===== config.mk =====
export PLATFORM = sky130hd
export DESIGN_NAME = token_bucket_rate_limiter
export DESIGN_NICKNAME = d
export VERILOG_FILES = /design/src/rtl/tbrl_pkg.sv /design/src/rtl/tbrl_budget.sv /design/src/rtl/token_bucket_rate_limiter.sv
export VERILOG_INCLUDE_DIRS = /design/src /design/src/rtl
export SDC_FILE = /design/constraint.sdc
export NUM_CORES = 2
export LEC_CHECK = 0
export BUFFER_PORTS_ARGS = -buffer_cell sky130_fd_sc_hd__buf_2
export CORE_UTILIZATION = 60
export DETAILED_ROUTE_END_ITERATION = 12
export PLACE_DENSITY_LB_ADDON = 0.08
export SLEW_MARGIN = 0
export SYNTH_ARGS = -nofsm -noshare
export SYNTH_HDL_FRONTEND = slang
export SYNTH_SLANG_ARGS = --single-unit

===== constraint.sdc =====
create_clock -name clk -period 7.1 [get_ports clk]
set_clock_uncertainty 0.1 [all_clocks]
set_input_delay 0.71 -clock clk [delete_from_list [all_inputs] [get_ports clk]]
set_output_delay 0.71 -clock clk [all_outputs]
set_load 0.03 [all_outputs]

===== src/rtl/assert_macros.svh =====
// ---------------------------------------------------------------------------
// assert_macros.svh
// Assertion wrappers shared by the RTL; empty under synthesis.
// ---------------------------------------------------------------------------
`ifndef ASSERT_MACROS_SVH
`define ASSERT_MACROS_SVH

`ifndef SYNTHESIS
// check on every clock edge outside reset
`define TBRL_ASSERT(lbl, clk, rst_n, prop) \
  lbl: assert property (@(posedge clk) disable iff (!rst_n) prop) \
    else $error("tbrl assertion failed");
// check on every clock edge, reset included
`define TBRL_ASSERT_ALWAYS(lbl, clk, prop) \
  lbl: assert property (@(posedge clk) prop) \
    else $error("tbrl assertion failed");
`else
`define TBRL_ASSERT(lbl, clk, rst_n, prop)
`define TBRL_ASSERT_ALWAYS(lbl, clk, prop)
`endif

`endif


===== src/rtl/tbrl_pkg.sv =====
// ---------------------------------------------------------------------------
// tbrl_pkg
// Types and constants of the token bucket rate limiter.
// ---------------------------------------------------------------------------
package tbrl_pkg;

  localparam int RATE_W     = 20;
  localparam int TICK_W     = 10;
  localparam int AMT_W      = 32;
  localparam int TYPE_W     = 2;
  localparam int BUCKET_W   = 64;
  localparam int PROD_W     = RATE_W + TICK_W;
  localparam int BUDGET_W   = 31;
  localparam int CAP_W      = BUDGET_W + 1;

  // rate*tick*1024/1000 = p + p*3/125; the second term is a multiply by
  // 3*ceil(2^38/125) and a shift by 38, exact for every 30-bit product
  localparam int RECIP_W    = 33;
  localparam int RECIP_SH   = 38;
  localparam int FULL_W     = PROD_W + RECIP_W;
  localparam int QUOT_W     = FULL_W - RECIP_SH;
  localparam logic [RECIP_W-1:0] RECIP_MUL = 33'd6597069768;

  localparam logic [BUCKET_W-1:0] BUCKET_MAX = {1'b0, {(BUCKET_W-1){1'b1}}};
  localparam logic [TICK_W-1:0]   TICK_RESET = TICK_W'(100);

  // request kinds
  localparam logic [TYPE_W-1:0] REQ_TICK    = 2'd0;
  localparam logic [TYPE_W-1:0] REQ_RESERVE = 2'd1;
  localparam logic [TYPE_W-1:0] REQ_REFUND  = 2'd2;

  // configuration register indexes
  localparam logic CFG_RATE = 1'b0;
  localparam logic CFG_TICK = 1'b1;

  typedef enum logic [1:0] {
    BUD_IDLE,
    BUD_MUL,
    BUD_DIV,
    BUD_SUM
  } bud_state_t;

endpackage


===== src/rtl/tbrl_budget.sv =====
// ---------------------------------------------------------------------------
// tbrl_budget
// Works out the refill budget rate*1024*tick_ms/1000 after each
// configuration write: one multiply, a reciprocal multiply, then an add.
// ---------------------------------------------------------------------------
module tbrl_budget (
  input  logic                            clk,
  input  logic                            rst_n,
  input  logic                            start,
  input  logic [tbrl_pkg::RATE_W-1:0]     rate,
  input  logic [tbrl_pkg::TICK_W-1:0]     tick,
  output logic [tbrl_pkg::BUDGET_W-1:0]   budget,
  output logic                            busy
);

  tbrl_pkg::bud_state_t state_r, state_nxt;
  logic [tbrl_pkg::PROD_W-1:0]     prod_r;
  logic [tbrl_pkg::QUOT_W-1:0]     quot_r;
  logic [tbrl_pkg::BUDGET_W-1:0]   budget_r;
  logic [tbrl_pkg::FULL_W-1:0]     recip_prod;
  logic                            mul_en;
  logic                            div_en;
  logic                            sum_en;

  always_comb begin
    state_nxt = state_r;
    if (start) begin
      state_nxt = tbrl_pkg::BUD_MUL;
    end else begin
      unique case (state_r)
        tbrl_pkg::BUD_IDLE: state_nxt = tbrl_pkg::BUD_IDLE;
        tbrl_pkg::BUD_MUL:  state_nxt = tbrl_pkg::BUD_DIV;
        tbrl_pkg::BUD_DIV:  state_nxt = tbrl_pkg::BUD_SUM;
        tbrl_pkg::BUD_SUM:  state_nxt = tbrl_pkg::BUD_IDLE;
        default:            state_nxt = tbrl_pkg::BUD_IDLE;
      endcase
    end
  end

  always_comb begin
    mul_en = 1'b0;
    div_en = 1'b0;
    sum_en = 1'b0;
    busy   = 1'b1;
    unique case (state_r)
      tbrl_pkg::BUD_IDLE: busy   = 1'b0;
      tbrl_pkg::BUD_MUL:  mul_en = 1'b1;
      tbrl_pkg::BUD_DIV:  div_en = 1'b1;
      tbrl_pkg::BUD_SUM:  sum_en = 1'b1;
      default:            busy   = 1'b0;
    endcase
  end

  // p*3/125 taken from the top bits of p times the scaled reciprocal
  assign recip_prod = tbrl_pkg::FULL_W'(prod_r) * tbrl_pkg::FULL_W'(tbrl_pkg::RECIP_MUL);

  always_ff @(posedge clk) begin
    if (!rst_n) begin
      state_r  <= tbrl_pkg::BUD_IDLE;
      budget_r <= '0;
    end else begin
      state_r <= state_nxt;
      if (sum_en) begin
        budget_r <= tbrl_pkg::BUDGET_W'(prod_r) + tbrl_pkg::BUDGET_W'(quot_r);
      end
    end
  end

  always_ff @(posedge clk) begin
    if (mul_en) begin
      prod_r <= tbrl_pkg::PROD_W'(rate) * tbrl_pkg::PROD_W'(tick);
    end
    if (div_en) begin
      quot_r <= recip_prod[tbrl_pkg::RECIP_SH +: tbrl_pkg::QUOT_W];
    end
  end

  assign budget = budget_r;

endmodule


===== src/rtl/token_bucket_rate_limiter.sv =====
// ---------------------------------------------------------------------------
// token_bucket_rate_limiter
// Byte-budget token bucket: refill ticks, reserves and refunds.
// ---------------------------------------------------------------------------
// Usage:
//   in_*  : one request per item; in_tuser is the kind (tick, reserve,
//           refund), in_tdata the byte amount.
//   out_* : exactly one item per request; out_tdata holds the bytes granted
//           (zero for ticks, refunds and unknown kinds).
//   cfg_* : register writes (index 0 rate in KiB/s, index 1 tick period in
//           ms), always ready.
// out_tvalid rises once the accepted item has passed the input register and
// then the result register; one item per cycle while out_tready is high and
// the budget unit is idle, the bucket update being one pass. Every
// configuration write restarts the budget unit: a multiply, a reciprocal
// multiply for the divide by 1000 and a final add; in_tready is low meanwhile.
// Reset: bucket empty, limited, rate 0, tick period 100 ms.
// A stalled receiver holds the result; the input register still takes one
// more item, then in_tready drops until out_tready returns.
// ---------------------------------------------------------------------------
`include "assert_macros.svh"

module token_bucket_rate_limiter (
  input  logic                          clk,
  input  logic                          rst_n,
  // input requests
  input  logic                          in_tvalid,
  output logic                          in_tready,
  input  logic [tbrl_pkg::AMT_W-1:0]    in_tdata,   // [31:0] amount
  input  logic [tbrl_pkg::TYPE_W-1:0]   in_tuser,   // [1:0] req_type
  // results
  output logic                          out_tvalid,
  input  logic                          out_tready,
  output logic [tbrl_pkg::AMT_W-1:0]    out_tdata,  // [31:0] granted
  // configuration writes
  input  logic                          cfg_valid,
  output logic                          cfg_ready,
  input  logic                          cfg_index,
  input  logic [tbrl_pkg::RATE_W-1:0]   cfg_data
);

  logic [tbrl_pkg::RATE_W-1:0]   rate_r;
  logic [tbrl_pkg::TICK_W-1:0]   tick_r;
  logic                          cfg_we;
  logic                          busy;
  logic [tbrl_pkg::BUDGET_W-1:0] budget;
  logic [tbrl_pkg::CAP_W-1:0]    cap;

  logic                          s_v_r;
  logic [tbrl_pkg::TYPE_W-1:0]   s_type_r;
  logic [tbrl_pkg::AMT_W-1:0]    s_amt_r;
  logic                          advance;
  logic                          fire;
  logic                          in_acc;

  logic [tbrl_pkg::BUCKET_W-1:0] bucket_r, bucket_nxt;
  logic                          unl_r, unl_nxt;
  logic [tbrl_pkg::AMT_W-1:0]    grant_nxt;
  logic                          out_v_r;
  logic [tbrl_pkg::AMT_W-1:0]    out_data_r;

  logic [tbrl_pkg::BUCKET_W-1:0] cur;
  logic [tbrl_pkg::BUCKET_W-1:0] tick_val;
  logic [tbrl_pkg::BUCKET_W-1:0] amt_ext;
  logic [tbrl_pkg::BUCKET_W-1:0] add_sum;
  logic                          bucket_pos;
  logic                          short_bucket;
  logic [tbrl_pkg::AMT_W-1:0]    part_grant;

  // ---------------- configuration ----------------
  assign cfg_ready = 1'b1;
  assign cfg_we    = cfg_valid && cfg_ready;

  always_ff @(posedge clk) begin
    if (!rst_n) begin
      rate_r <= '0;
      tick_r <= tbrl_pkg::TICK_RESET;
    end else if (cfg_we) begin
      unique case (cfg_index)
        tbrl_pkg::CFG_RATE: rate_r <= cfg_data;
        tbrl_pkg::CFG_TICK: tick_r <= cfg_data[tbrl_pkg::TICK_W-1:0];
        default: ;
      endcase
    end
  end

  tbrl_budget u_budget (
    .clk    (clk),
    .rst_n  (rst_n),
    .start  (cfg_we),
    .rate   (rate_r),
    .tick   (tick_r),
    .budget (budget),
    .busy   (busy)
  );

  assign cap = {budget, 1'b0};

  // ---------------- handshake ----------------
  assign advance   = !out_v_r || out_tready;
  assign fire      = s_v_r && advance;
  assign in_tready = !busy && (!s_v_r || advance);
  assign in_acc    = in_tvalid && in_tready;

  always_ff @(posedge clk) begin
    if (!rst_n) begin
      s_v_r <= 1'b0;
    end else if (in_acc) begin
      s_v_r <= 1'b1;
    end else if (fire) begin
      s_v_r <= 1'b0;
    end
  end

  always_ff @(posedge clk) begin
    if (in_acc) begin
      s_type_r <= in_tuser;
      s_amt_r  <= in_tdata;
    end
  end

  // ---------------- bucket update ----------------
  assign amt_ext      = {{(tbrl_pkg::BUCKET_W-tbrl_pkg::AMT_W){1'b0}}, s_amt_r};
  assign add_sum      = bucket_r + amt_ext;
  assign bucket_pos   = !bucket_r[tbrl_pkg::BUCKET_W-1] && (bucket_r != '0);
  assign short_bucket = bucket_r < amt_ext;
  assign part_grant   = short_bucket ? bucket_r[tbrl_pkg::AMT_W-1:0] : s_amt_r;

  // a negative bucket counts as empty; sum passes the cap exactly when
  // the bucket exceeds one budget, which also covers any overflow
  always_comb begin
    cur = bucket_r[tbrl_pkg::BUCKET_W-1] ? '0 : bucket_r;
    if (cur > tbrl_pkg::BUCKET_W'(budget)) begin
      tick_val = tbrl_pkg::BUCKET_W'(cap);
    end else begin
      tick_val = cur + tbrl_pkg::BUCKET_W'(budget);
    end
  end

  always_comb begin
    bucket_nxt = bucket_r;
    unl_nxt    = unl_r;
    grant_nxt  = '0;
    unique case (s_type_r)
      tbrl_pkg::REQ_TICK: begin
        if (rate_r == '0) begin
          unl_nxt    = 1'b1;
          bucket_nxt = tbrl_pkg::BUCKET_MAX;
        end else begin
          unl_nxt    = 1'b0;
          bucket_nxt = tick_val;
        end
      end
      tbrl_pkg::REQ_RESERVE: begin
        if (unl_r) begin
          grant_nxt = s_amt_r;
        end else if (bucket_pos) begin
          grant_nxt  = part_grant;
          bucket_nxt = bucket_r - {{(tbrl_pkg::BUCKET_W-tbrl_pkg::AMT_W){1'b0}}, part_grant};
        end
      end
      tbrl_pkg::REQ_REFUND: begin
        if ((s_amt_r != '0) && !unl_r) begin
          // saturate where a non-negative bucket wraps into the sign bit
          if (!bucket_r[tbrl_pkg::BUCKET_W-1] && add_sum[tbrl_pkg::BUCKET_W-1]) begin
            bucket_nxt = tbrl_pkg::BUCKET_MAX;
          end else begin
            bucket_nxt = add_sum;
          end
        end
      end
      default: ;
    endcase
  end

  always_ff @(posedge clk) begin
    if (!rst_n) begin
      bucket_r <= '0;
      unl_r    <= 1'b0;
      out_v_r  <= 1'b0;
    end else begin
      if (fire) begin
        bucket_r <= bucket_nxt;
        unl_r    <= unl_nxt;
        out_v_r  <= 1'b1;
      end else if (out_tready) begin
        out_v_r  <= 1'b0;
      end
    end
  end

  always_ff @(posedge clk) begin
    if (fire) begin
      out_data_r <= grant_nxt;
    end
  end

  assign out_tvalid = out_v_r;
  assign out_tdata  = out_data_r;

  // ---------------- assertions ----------------
  `TBRL_ASSERT(a_unl_full, clk, rst_n, unl_r |-> (bucket_r == tbrl_pkg::BUCKET_MAX))
  `TBRL_ASSERT(a_cfg_busy, clk, rst_n, cfg_we |=> busy)
  `TBRL_ASSERT_ALWAYS(a_ready_idle, clk, in_tready |-> !busy)
  `TBRL_ASSERT(a_tick_cap, clk, rst_n,
    (fire && (s_type_r == tbrl_pkg::REQ_TICK) && (rate_r != '0)) |=>
      (!unl_r && !bucket_r[tbrl_pkg::BUCKET_W-1] &&
       (bucket_r <= tbrl_pkg::BUCKET_W'(cap))))

endmodule


* Word level (Yosys, flattened, before mapping)
Cells that the tools add are included.
Storage, ports and cells: flip-flop bits (word level) 251, latch bits 0, bits in writable memories 0, ROM bits 0, bits of input ports 60, output and inout port bits 35, logic and storage cells 79, memories 0
Cells by class: add/subtract/negate cells 4, multiply operators 2, div/mod/pow operators 0, magnitude comparators 2, eq/ne operators 8, shift operators 0, mux-type cells 21, bitwise logic cells 2, reduce and logical (&&, ||, !) cells 26
Operator list (number):
- 2-to-1 mux 64 bit | 6
- case mux 64 bit (3 select lines) | 1
- 2-to-1 mux 32 bit | 3
- adder 63 x 31 -> 64 bit | 1
- adder 64 x 32 -> 64 bit | 1
- less-than comparator 64 x 32 -> 1 bit | 1
- nonzero test 64 bit | 1
- subtractor 64 x 32 -> 64 bit | 1
- > comparator 63 x 31 -> 1 bit | 1
- 2-to-1 mux 63 bit | 1
- multiplier 30 x 30 -> 60 bit (second input constant) | 1
- nonzero test 32 bit | 1
- adder 30 x 25 -> 31 bit | 1
- multiplier 20 x 10 -> 30 bit | 1
- logical NOT 20 bit | 1
- 2-to-1 mux 1 bit | 9
- == test 2 bit (second input constant) | 3
- logical AND 1 bit | 6
- != test 2 bit (second input constant) | 3
- case mux 2 bit (3 select lines) | 1
- AND reduction 2 bit | 3
- AND reduction 5 bit | 1
- == test 2 x 1 -> 1 bit (second input constant) | 2
- logical NOT 1 bit | 4
- 6 further kinds | 11

* Longest topological paths before layout
depth in word-level cells 6, mapped depth 25, gate-level depth less buffers 25

* Modules after synthesis
From an unflattened synthesis, not the netlist that was laid out.
Unflattened totals: cells, all modules 4877, area total of the unflattened synthesis 42698.5 µm²
By module, submodules not included:
- tbrl_budget | times used 1, cells each 2580, area an instance 25752.2 µm², sequential area each 2312.2 µm²
- token_bucket_rate_limiter | times used 1, cells each 2297, area an instance 16946.3 µm², sequential area each 3923.8 µm²

* Worst setup path before layout
Ideal clock, no wire load.
path kind reg2reg, start point register u_budget.prod_r[19] (netlist name), end point register u_budget.quot_r[19] (netlist name) (data pin), setup time 262 ps, arrival time 7279 ps, data required time 6738 ps, setup slack -541 ps, stages on the path, launching flop included 24, buffers on the path 0, clock period less this slack 7641 ps, path through edfxtp_1 inv_1 fa_1 inv_1 fa_1 fa_1 inv_1 fa_1 inv_1 fa_1 fa_1 fa_1 ha_1 ha_1 a21oi_1 o21ai_0 a2111oi_0 a2111oi_0 a2111oi_0 nor3_1 a211oi_1 o21bai_1 a211oi_1 xnor2_1
On the way: word-level cells in the longest chain between the ends 1
RTL lines:
- from (decl) | RTL line tbrl_budget.sv:17 | logic [tbrl_pkg::PROD_W-1:0] prod_r;
- from (signal assigned) | RTL line tbrl_budget.sv:71 | prod_r <= tbrl_pkg::PROD_W'(rate) * tbrl_pkg::PROD_W'(tick);
- multiplier 30 x 30 -> 60 bit | RTL line tbrl_budget.sv:55 | assign recip_prod = tbrl_pkg::FULL_W'(prod_r) * tbrl_pkg::FULL_W'(tbrl_pkg::RECIP_MUL);
- via u_budget.recip_prod (one bit) | RTL line tbrl_budget.sv:20 | logic [tbrl_pkg::FULL_W-1:0] recip_prod;
- to (signal assigned) | RTL line tbrl_budget.sv:74 | quot_r <= recip_prod[tbrl_pkg::RECIP_SH +: tbrl_pkg::QUOT_W];
- to (decl) | RTL line tbrl_budget.sv:18 | logic [tbrl_pkg::QUOT_W-1:0] quot_r;
The timed path passes the listed nets, and every way through them passes these cells. A chain may end at the register's enable or synchronous reset.

* Final worst setup path
start point register u_budget.prod_r[23] (netlist name), end point register u_budget.quot_r[18] (netlist name) (data pin)
Same word-level chain as after synthesis.

==> qor.csv <==
metric;value;unit
critPathLaunchType;flip-flop;
ff2ff_setup_slack;-0.27;ns
ys_types;97;
syn_nets;5910;
syn_area_per_cell;9.008;um^2
postCtsHoldBufs;0;
numCtsBuffers;35;
regArea;6236;um^2
synth_adder_area_share;43.52;%
slew_viol_final;0;
grt_pass1_wl;198600;um
hp-class;primary input to flip-flop;
hold_viol;0;
globalRoute.totalOverflow;0;
clkSlewWorstSetupHoldPaths;0.06;ns
max_freq;135.7;MHz
synth-compound-area-share;13.90;%
num_vias;35120;
synth_edf_count;121;
status;finished, violations left;
yosysSeqAreaShare;14.77;%
clkLatencyLatePin;0.59;ns
drt-initial-drc-count;3034;
period_share;103.8;%
synthMuxAreaShare;1.906;%
die_area;71420;um^2
multi_input_area;32900;um^2
synth_top_family_by_area;adder cells;
setup_ws;-0.2703;ns
syn_area;42210;um^2
drcViolationCount;0;
setup_viol;14;
synth_area_leaders;fa_1, ha_1, edfxtp_1;
grt_pass1_vias;35670;
synth_top_area_share;24.04;%
cp_data_arrival_time;7.60;ns
max_cap_viol_count;0;
crit_path_end_kind;flip-flop;
violations;setup timing;
grt_max_degree;51;
numPortBuffers;93;
worstReg2RegEnd;u_budget.quot_r[18]$_DFFE_PN_;
synth_xor_area_share;3.672;%
ctsLongestPathBuffers;3;
initial_core_util;61.12;%
antennaDiodeCount;0;
fillers;5584;
syn_inst;4686;
dieWidth;267.2;um
min_period;7.370;ns
crit_top_cell;fa_1;
rsz0062_at_grt;yes;
drtPass1Iterations;6;
syn_to_final_growth;13.19;%
r2r_start;u_budget.prod_r[23]$_DFFE_PN_;
relSlewSlack;28.47;%
cts_root_buffer;clkbuf_16;
wl;126800;um
cp-endpoint;u_budget.quot_r[18]$_DFFE_PN_;
h-tree-depth;2;
cp_data_required_time;7.33;ns
num_io_pins;95;
reg2reg_depth;22;
cts.sinks;251;
fp.dieH;267.2;um
dpl.hpwl;103300;um
vias_per_cell;5.921;
synth_top_cell_by_area;fa_1;
path_class;flip-flop to flip-flop;
startpoint;u_budget.prod_r[23]$_DFFE_PN_;
synth-seq-cells;251;
synthSimpleGateAreaFrac;12.90;%
cpMaxStageDelayCell;fa_1;
crit_path_max_fanout;5;
utilization;69.18;%
grtUsageTotal;36.22;%
drive_gt1_share;13.32;%
antenna_found_initial;1;
nNetsFinal;6198;
rows;96;
worst_pin_slew;1.063;ns
min_path_cells;1;
place_congestion;1.042;
ys_warn_count;0;
ant_nets;0;
coreArea;69070;um^2
wl_per_cell;21.38;um
worstPathCellList;buf_4 -> buf_4 -> ha_1 -> fa_1 -> inv_1 -> fa_1 -> inv_1 -> fa_1 -> fa_2 -> fa_1 -> fa_1 -> ha_1 -> ha_1 -> o21a_1 -> nor2b_1 -> a311o_1 -> a2111oi_4 -> nor3_4 -> buf_4 -> o21a_4 -> a211oi_2 -> a211oi_1;
critPathMaxStageDelay;0.57;ns
synthFlopType;dfxtp_1;
cts_tree;yes;
async_reset_ff_share;0;%
cell type report:
class / instances / share of cell area [%]
inverter: 865 / 6.827
timing repair buffer: 422 / 6.256
tap: 931 / 2.438
clock buffer: 40 / 1.917
sequential: 251 / 13.05
clock inverter: 24 / 0.6547
multi-input combinational: 3399 / 68.86
worst min path at each step:
stage                                           startpoint                          endpoint
after floorplan                     tick_r[0]$_SDFFE_PN0P_            tick_r[0]$_SDFFE_PN0P_
after global placement     u_budget.budget[4]$_SDFFE_PN0N_   u_budget.budget[4]$_SDFFE_PN0N_
after detailed placement  u_budget.budget[23]$_SDFFE_PN0N_  u_budget.budget[23]$_SDFFE_PN0N_
after CTS                                      in_tdata[3]              s_amt_r[3]$_DFFE_PP_
after global routing                          in_tdata[26]             s_amt_r[26]$_DFFE_PP_
final                                          in_tdata[8]              s_amt_r[8]$_DFFE_PP_
registers in the layout, summed over array words and instances, names as in the netlist:
| signal | cells |
|---|---|
| out_tvalid | 1 |
| u_budget.budget | 31 |
| s_v_r | 1 |
| out_tdata | 32 |
| rate_r | 20 |
| tick_r | 10 |
| s_amt_r | 32 |
| s_type_r | 2 |
| u_budget.quot_r | 25 |
| u_budget.prod_r | 30 |
| bucket_r | 64 |
| u_budget.state_r | 2 |
| unl_r | 1 |
cell usage after synthesis (all sizes together) (30+ instances only):
cell    instances
nand2         346
xor2           56
a31oi          36
and2          104
a22o           43
o211ai         40
nand3          67
xnor2         121
mux2i          77
o21ai         169
nor2b          67
fa            507
nor2          191
nand4          62
edfxtp        121
a21oi         262
inv           865
ha            657
a211oi         32
buf            30
a21o           79
clkbuf        141
nor4           42
nand2b         32
dfxtp         130
nor3           74
per-stage QoR:
stage / cells / setup TNS, ns / setup WS (ns) / area (um^2) / hold WS, ns
after detailed placement: 5825 / -4.404 / -0.3933 / 45480 / 0.4003
after global placement: 5825 / -2.664 / -0.2762 / 45480 / 0.3958
after floorplan: 4686 / 0 / 0.0005023 / 42330 / 0.3469
final: 5932 / -2.185 / -0.2703 / 47780 / 0.1979
after global routing: 5932 / -4.908 / -0.4535 / 47780 / 0.1908
after CTS: 5915 / -0.07747 / -0.02846 / 47250 / 0.1782
critical path: cells and delay by family (launching register included):
family                     cells  cell delay, ns
adders and majority gates      9            4.01
AOI/OAI and AO/OA              6            1.65
buffers and inverters          5            0.61
DFF                            1            0.44
and+or+nand+nor                2            0.27
layout by cell type (no fill, tap or decap), drive strengths merged, types with 67 or more instances in the layout:
cell and n:
nand3 67, fa 507, a21o 79, ha 657, nor3 74, nor2b 67
nand2 346, and2 104, o21ai 169, edfxtp 121, buf 422, xnor2 121
a21oi 262, inv 865, nor2 191, dfxtp 130, mux2i 77
layer usage:
| layer | track usage, % | vias to the layer above | part of all wire (%) |
|---|---|---|---|
| met4 | 13.92 | 0 | 4.3 |
| met3 | 5.572 | 268 | 7.6 |
| met2 | 60.88 | 1334 | 47 |
| met1 | 46.88 | 17210 | 41 |
| met5 | 0 | - | 0 |
| li1 | - | 16310 | - |
cell families (layout without fill, tap and decap cells):
| family | count (synthesis) | count (layout) |
|---|---|---|
| AND/OR/NAND/NOR | 1088 | 1088 |
| other | 1 | 1 |
| XOR/XNOR | 177 | 177 |
| AO/OA/AOI/OAI | 889 | 889 |
| flip-flops | 251 | 251 |
| buffers and inverters | 1036 | 1351 |
| multiplexers | 80 | 80 |
| adder cells (fa/ha/maj) | 1164 | 1164 |
what timing repair did:
item                                    in CTS  in global routing
buffers inserted                            26                 18
endpoints found under the setup margin      16                 21
resized for setup                           65                 70
hold endpoints to repair                     0                  0
pin swaps                                   57                 49
Power is not shown: default switching activity piles up to over one toggle a cycle in this logic, so the estimate is an artifact.
